$ cat config.mk
export PLATFORM = sky130hd
export DESIGN_NAME = tkst_cell
export DESIGN_NICKNAME = d
export VERILOG_FILES = /design/src/design/top_k_score_tracker_core_defines.svh /design/src/design/tkst_pkg.sv /design/src/design/tkst_cell.sv
export SDC_FILE = /design/constraint.sdc
export NUM_CORES = 1
export LEC_CHECK = 0
export ABC_AREA = 1
export BUFFER_PORTS_ARGS = -buffer_cell sky130_fd_sc_hd__buf_2
export CAP_MARGIN = 20
export CORE_ASPECT_RATIO = 0.8
export CORE_UTILIZATION = 40
export DETAILED_ROUTE_END_ITERATION = 6
export GPL_TIMING_DRIVEN = 0
export PLACE_DENSITY_LB_ADDON = 0.05
export SLEW_MARGIN = 20
export SYNTH_ARGS = -nofsm -noshare
export SYNTH_HDL_FRONTEND = slang
export SYNTH_SLANG_ARGS = --single-unit
$ cat constraint.sdc
create_clock -name aclk -period 6.2 [get_ports aclk]
set_input_delay 0.93 -clock aclk [delete_from_list [all_inputs] [get_ports aclk]]
set_output_delay 0.93 -clock aclk [all_outputs]
set_load 0.02 [all_outputs]
$ cat src/design/top_k_score_tracker_core_defines.svh
// Assertion macros for the top-k score tracker.
// Included by files that carry concurrent checks; no other dependencies.
`ifndef TOP_K_SCORE_TRACKER_CORE_DEFINES_SVH
`define TOP_K_SCORE_TRACKER_CORE_DEFINES_SVH

`ifndef SYNTHESIS
`define TKST_ASSERT_NOW(lbl, clk, rstn, ante, cons) \
    lbl: assert property (@(posedge clk) disable iff (!rstn) (ante) |-> (cons)) \
        else $error("tkst check failed");
`define TKST_ASSERT_NEXT(lbl, clk, rstn, ante, cons) \
    lbl: assert property (@(posedge clk) disable iff (!rstn) (ante) |=> (cons)) \
        else $error("tkst check failed");
`else
`define TKST_ASSERT_NOW(lbl, clk, rstn, ante, cons)
`define TKST_ASSERT_NEXT(lbl, clk, rstn, ante, cons)
`endif

`endif

$ cat src/design/tkst_pkg.sv
// Shared types and constants for the top-k score tracker.
// No dependencies; imported by the cell and the top level.
`timescale 1ns / 1ps

package tkst_pkg;

    localparam int TKST_MAX_ENTRIES = 64;
    localparam int KIND_W  = 2;
    localparam int ID_W    = 32;
    localparam int SCORE_W = 32;
    localparam int RANK_W  = 6;
    localparam int KEPT_W  = 7;
    localparam int COUNT_W = 32;
    localparam int LIMIT_W = 7;

    localparam logic [KIND_W-1:0] KIND_OFFER = 2'd0;
    localparam logic [KIND_W-1:0] KIND_READ  = 2'd1;
    localparam logic [KIND_W-1:0] KIND_CLEAR = 2'd2;
    localparam logic [KIND_W-1:0] KIND_IDLE  = 2'd3;

    localparam logic [LIMIT_W-1:0] LIMIT_RESET = 7'd64;

    typedef struct packed {
        logic [KIND_W-1:0]         kind;
        logic [ID_W-1:0]           user_id;
        logic signed [SCORE_W-1:0] score_value;
        logic [RANK_W-1:0]         rank;
    } in_req_t;

    typedef struct packed {
        logic                      accepted;
        logic                      entry_valid;
        logic [ID_W-1:0]           entry_user;
        logic signed [SCORE_W-1:0] entry_score;
        logic [KEPT_W-1:0]         kept_entries;
        logic [COUNT_W-1:0]        offers_seen;
    } out_rsp_t;

    typedef struct packed {
        logic [ID_W-1:0]           user;
        logic signed [SCORE_W-1:0] score;
    } entry_t;

    typedef struct packed {
        logic insert;
        logic in_range;
        logic at_last;
    } cell_ctl_t;

endpackage

$ cat src/design/tkst_cell.sv
// One rank slot of the sorted insert row: holds a pair, compares it with the offer.
// Depends on tkst_pkg.
`timescale 1ns / 1ps

module tkst_cell import tkst_pkg::*; (
    input  logic      aclk,
    input  cell_ctl_t ctl,
    input  entry_t    new_entry,
    input  entry_t    left_entry,
    input  logic      left_ge,
    output entry_t    entry_q,
    output logic      ge
);

    entry_t entry_reg;
    logic   take_new;

    assign ge       = entry_reg.score >= new_entry.score;
    assign take_new = ctl.at_last ? left_ge : (left_ge && !ge);
    assign entry_q  = entry_reg;

    always_ff @(posedge aclk) begin
        if (ctl.insert && ctl.in_range) begin
            if (take_new) begin
                entry_reg <= new_entry;
            end else if (!left_ge) begin
                entry_reg <= left_entry;
            end
        end
    end

endmodule

# After elaboration in Yosys (flattened, before gate mapping)
# Cells that the tools add are included.
[totals]
out_inout_bits = 65
reg_bits = 64
wordCells = 11
input_bits = 133
[classes]
mux = 3
n_reduce_logical = 4
magnitude_cmp = 1
n_eq_ne = 1
[op_table]
columns = ["operator", "n"]
rows = [
  ["two-way mux 64 bit", 2],
  [">= comparator 32 bit", 1],
  ["logical AND 1 bit", 2],
  ["inequality test 2 x 1 -> 1 bit (second input constant)", 1],
  ["AND reduction 2 bit", 1],
  ["zero test 1 bit", 1],
  ["two-way mux 1 bit", 1],
]

# Logic depth before layout (Yosys ltp)
[logic_depth]
ltp_word = 6
depth_mapped = 20

# Worst setup path after synthesis
# No wires, ideal clock.
[synth_timing]
kind = "input -> register"
start = "input port new_entry[31] in the netlist's numbering"
end = "register entry_reg (netlist bit entry_q[0]) (enable)"
setup_ps = 418
path_buffers = 1
cell_stages = 13
slack_ps = 2133
arrival_time_ps = 3649
cell_sequence = "inv_1 > ha_1 > a21oi_1 > o21a_1 > nand2_1 > a21oi_1 > nand2_1 > nand2_1 > nand3_2 > nand2_2 > buf_6 > o21bai_1 > inv_1"
[synth_via]
elab_chain_len = 6
[synth_lines]
columns = ["element", "line_no", "text"]
rows = [
  ["start, declared", "tkst_cell.sv:8", "input entry_t new_entry,"],
  [">= comparator 32 bit", "tkst_cell.sv:18", "assign ge = entry_reg.score >= new_entry.score;"],
  ["via ge", "tkst_cell.sv:12", "output logic ge"],
  ["zero test 1 bit", "tkst_cell.sv:19", "assign take_new = ctl.at_last ? left_ge : (left_ge && !ge);"],
  ["logical AND 1 bit", "tkst_cell.sv:19", ""],
  ["two-way mux 1 bit", "tkst_cell.sv:19", ""],
  ["inequality test 2 x 1 -> 1 bit (no line)", "--", ""],
  ["AND reduction 2 bit (no line)", "--", ""],
  ["end signal, assigned", "tkst_cell.sv:25", "entry_reg <= new_entry;"],
  ["end signal, assigned", "tkst_cell.sv:27", "entry_reg <= left_entry;"],
  ["end, declared", "tkst_cell.sv:15", "entry_t entry_reg;"],
]
# The timed path passes the listed nets, and every way through them passes these cells.
# A chain may end at the register's enable or synchronous reset.

# Worst setup path in the final report
[layout_timing]
start = "input port new_entry[31] in the netlist's numbering"
end = "output port ge"
[layout_via]
elab_chain_len = 1
[layout_lines]
columns = ["element", "line_no"]
rows = [
  [">= comparator 32 bit", "tkst_cell.sv:18"],
  ["end, declared", "tkst_cell.sv:12"],
]
# Every way passes these cells.

==> impl_metrics.prom <==
# TYPE chip_impl_metric gauge
chip_impl_metric{name="die_height",unit="um"} 89.4
chip_impl_metric{name="layout_min_cycle_time",unit="ps"} 3390
chip_impl_metric{name="antenna_found_initial",unit=""} 0
chip_impl_metric{name="p_leak",unit="uW"} 0.00283
chip_impl_metric{name="reg2regPathDepth",unit=""} 13
chip_impl_metric{name="grt_start_max_net_pins",unit=""} 54
chip_impl_metric{name="gr-total-overflow",unit=""} 0
chip_impl_metric{name="maxSlewViolCount",unit=""} 0
chip_impl_metric{name="r2r_slack",unit="ps"} 3340
chip_impl_metric{name="track_usage",unit="%"} 19.9
chip_impl_metric{name="clock_sinks",unit=""} 64
chip_impl_metric{name="grt_pass1_wl",unit="mm"} 15.2
chip_impl_metric{name="synthDominantCellAreaShare",unit="%"} 50.4
chip_impl_info{name="timing.critical_path.to",value="ge"} 1
chip_impl_metric{name="fmaxAchievable",unit="GHz"} 0.295
chip_impl_metric{name="power_density",unit="nW/um^2"} 245
chip_impl_info{name="worst_path_dominant_cell_family",value="simple AND/OR/NAND/NOR gates"} 1
chip_impl_info{name="timing.critical_path.from",value="new_entry[31]"} 1
chip_impl_info{name="worst_setup_path_end_kind",value="output port"} 1
chip_impl_info{name="synth_top_flop_cell",value="sky130_fd_sc_hd__edfxtp_1"} 1
chip_impl_metric{name="power_frac_comb",unit="%"} 21.4
chip_impl_info{name="unrepaired_setup_endpoints_after_global_routing",value="false"} 1
chip_impl_metric{name="setup_violations",unit=""} 0
chip_impl_metric{name="synth.net_count",unit=""} 592
chip_impl_metric{name="synth-seq-area-share",unit="%"} 50.4
chip_impl_metric{name="cts-buffers-inserted",unit=""} 9
chip_impl_metric{name="period_share",unit="%"} 54.6
chip_impl_metric{name="cp.required",unit="ps"} 5270
chip_impl_metric{name="initial_utilization",unit="%"} 41.7
chip_impl_metric{name="fin_worst_skew",unit="ps"} 5.57
chip_impl_info{name="most_frequent_cp_cell",value="sky130_fd_sc_hd__nand2_1"} 1
chip_impl_info{name="startpoint_of_the_lowest_slack_register_to_register_path",value="entry_q[31]"} 1
chip_impl_metric{name="synthesis.instances",unit=""} 427
chip_impl_metric{name="yosysWarningCount",unit=""} 0
chip_impl_info{name="tritoncts_clock_tree",value="done"} 1
chip_impl_metric{name="edff_count_synth",unit=""} 64
chip_impl_metric{name="drt_wl_total",unit="mm"} 9.80
chip_impl_info{name="timing.critical_path.from_type",value="input port"} 1
chip_impl_metric{name="num_io_pins",unit=""} 198
chip_impl_metric{name="clk_pin_slew_worst_paths",unit="ps"} 50
chip_impl_metric{name="area_delta_synth_final",unit="%"} 37.9
chip_impl_metric{name="gpl.final_weighted_congestion",unit=""} 0.750
chip_impl_metric{name="critical_path.n_buffers_inverters",unit=""} 3
chip_impl_metric{name="synthArstFlopShare",unit="%"} 0
chip_impl_info{name="synth_top_cells_by_count",value="165 x sky130_fd_sc_hd__nand2_1, 66 x sky130_fd_sc_hd__nand3_1, 64 x sky130_fd_sc_hd__edfxtp_1, 43 x sky130_fd_sc_hd__inv_1, 32 x sky130_fd_sc_hd__ha_1"} 1
chip_impl_metric{name="finalHoldViolations",unit=""} 0
chip_impl_metric{name="post_cts_buffers",unit=""} 0
chip_impl_metric{name="synth_register_bits",unit=""} 64
chip_impl_metric{name="fp-row-count",unit=""} 31
chip_impl_info{name="slowest_stage",value="sky130_fd_sc_hd__ha_1"} 1
chip_impl_metric{name="port_buffers",unit=""} 197
chip_impl_metric{name="max_cap_viol_count",unit=""} 0
chip_impl_info{name="min-delay-path-class",value="in2reg"} 1
chip_impl_info{name="violations",value="design-rule violations"} 1
chip_impl_metric{name="internal_power",unit="uW"} 935
chip_impl_info{name="timing_worst_setup_path_type",value="in2out"} 1
chip_impl_metric{name="post_cts.resized_instances",unit=""} 0
chip_impl_metric{name="share_seq_of_total_power",unit="%"} 40.8
chip_impl_info{name="outcome",value="complete, but fails checks"} 1
chip_impl_metric{name="slowest_delay",unit="ps"} 340
chip_impl_metric{name="die_x",unit="um"} 111
chip_impl_metric{name="finalCoreUtilization",unit="%"} 57.5
chip_impl_metric{name="timing.setup.tns",unit="ps"} 0
chip_impl_metric{name="antenna_cells",unit=""} 0
chip_impl_metric{name="postRouteAntennaNets",unit=""} 0
chip_impl_metric{name="clk_path_buf_depth",unit=""} 2
chip_impl_metric{name="design.final.nets",unit=""} 801
chip_impl_metric{name="detailroute.via_count",unit=""} 3495
chip_impl_metric{name="netSwitchingFraction",unit="%"} 27.5
chip_impl_metric{name="netlist_area",unit="um^2"} 3810
chip_impl_info{name="post-synth-top-count-cell",value="sky130_fd_sc_hd__nand2_1"} 1
chip_impl_metric{name="detail_route.first_pass.iterations",unit=""} 6
chip_impl_metric{name="insertion_delay",unit="ps"} 320
chip_impl_metric{name="final.hold.worst_slack",unit="ps"} 866
chip_impl_metric{name="pwr-share-clk",unit="%"} 37.8
chip_impl_metric{name="synth.avg_cell_area",unit="um^2"} 8.93
chip_impl_metric{name="ctsHtreeMaxLevel",unit=""} 3
chip_impl_info{name="rr_endpoint",value="entry_q[34]"} 1
chip_impl_metric{name="layout-drive-gt1-share",unit="%"} 37.2
chip_impl_metric{name="detail_route.iter0.violations",unit=""} 151
chip_impl_metric{name="vias_per_cell",unit=""} 4.63
chip_impl_metric{name="critical_path_at",unit="ps"} 2460
chip_impl_metric{name="floorplan.die_area",unit="um^2"} 9930
chip_impl_metric{name="hpwl",unit="mm"} 7.51
chip_impl_metric{name="core",unit="um^2"} 9150
chip_impl_info{name="synth_area_leader_cell",value="sky130_fd_sc_hd__edfxtp_1"} 1
chip_impl_metric{name="timing.max_slew.rel_slack",unit="%"} 69.8
chip_impl_metric{name="timing.critical_path.depth",unit=""} 12
chip_impl_metric{name="grt_pass1_vias",unit=""} 3213
chip_impl_metric{name="netlist-cell-type-count",unit=""} 22
chip_impl_metric{name="max_ffs_per_register",unit=""} 64
chip_impl_info{name="critical_path.cell_chain",value="buf_2, inv_1, ha_1, nand2_1, nor2_2, nand2_2, nor4_4, nand2_1, nand2_1, nand2_1, nand3_2, buf_2"} 1
chip_impl_metric{name="remaining_drc_errors",unit=""} 24
chip_impl_metric{name="max_slew.worst_pin.slew",unit="ps"} 453
chip_impl_info{name="root_buffer",value="sky130_fd_sc_hd__clkbuf_16"} 1
chip_impl_metric{name="worst_ir_drop_vdd",unit="V"} 0.000123
chip_impl_metric{name="max_fanout_on_critical_path",unit=""} 4
chip_impl_metric{name="hold_buffers",unit=""} 0
chip_impl_metric{name="switching_power",unit="uW"} 354
chip_impl_info{name="synth_top_cells_by_area",value="sky130_fd_sc_hd__edfxtp_1 50%, sky130_fd_sc_hd__nand2_1 16%, sky130_fd_sc_hd__ha_1 10%, sky130_fd_sc_hd__nand3_1 8.7%, sky130_fd_sc_hd__inv_1 4.2%"} 1
chip_impl_metric{name="post_drt_wl_per_cell",unit="um"} 13.0
==> layer usage <==
| metal | track usage (%) | wire length (um) | share of wire, % |
|---|---|---|---|
| met2 | 32.6 | 4550 | 46 |
| met3 | 6.37 | 827 | 8.4 |
| met5 | 0 | 0 | 0 |
| met1 | 25.2 | 4360 | 44 |
| met4 | 6.63 | 67 | 0.68 |
==> stage by stage <==
stage | cell area (um^2) | setup WS [ps] | cells | power, uW
finish | 5260 | 2810 | 755 | 1290
global placement | 4940 | 1260 | 739 | 808
detailed placement | 4970 | 2680 | 740 | 813
global route | 5260 | 2680 | 755 | 1360
CTS | 5260 | 2800 | 755 | 1300
floorplan | 3810 | 2130 | 427 | 707
==> worst min path at each step <==
stage / startpoint / end / cells past startpoint
after floorplan: left_entry[0] / entry_q[0] / 2
after global placement: entry_q[31] / entry_q[2] / 7
after detailed placement: entry_q[31] / entry_q[0] / 7
after CTS: left_entry[44] / entry_q[44] / 3
after global routing: left_entry[49] / entry_q[49] / 3
final: left_entry[8] / entry_q[8] / 3
==> final cells by class <==
cell class	count	area, um^2
plain buffers	20	158
clock buffers	9	225
clock inverters	6	61.3
fillers	857	3890
inverters	43	164
multi-input cells	300	1570
flip-flops and latches	64	1920
well taps	115	144
repair buffers	198	1010
==> cells by family after synthesis <==
family,Yosys count,synth area share (%)
simple gates,248,27.9
flops,64,50.4
buf+inv,63,8.36
fa+ha+maj,32,10.5
compound gates,20,2.89
==> cell usage in the layout, fill, tap and decap left out, drive strengths merged <==
cell,count
buf,218
nand2,168
nand3,68
edfxtp,64
inv,43
ha,32
a21oi,14
clkbuf,9
nor2,9
clkinv,3
o21ai,2
nand4,2
o21a,2
clkinvlp,2
a21o,1
nor4,1
o21bai,1
bufinv,1
==> worst min-delay path, stage by stage <==
cell,delay [ps]
sky130_fd_sc_hd__buf_2,80
sky130_fd_sc_hd__nand2_1,40
sky130_fd_sc_hd__nand2_1,40
==> power by group through the flow <==
stage | sequential [uW] | combinational [uW] | clock [uW]
floorplan | 568 | 138 | 0
CTS | 526 | 279 | 499
finish | 526 | 276 | 487
global route | 529 | 310 | 517
detailed placement | 535 | 278 | 0
global placement | 536 | 272 | 0
(Power assumes the default switching activity.)
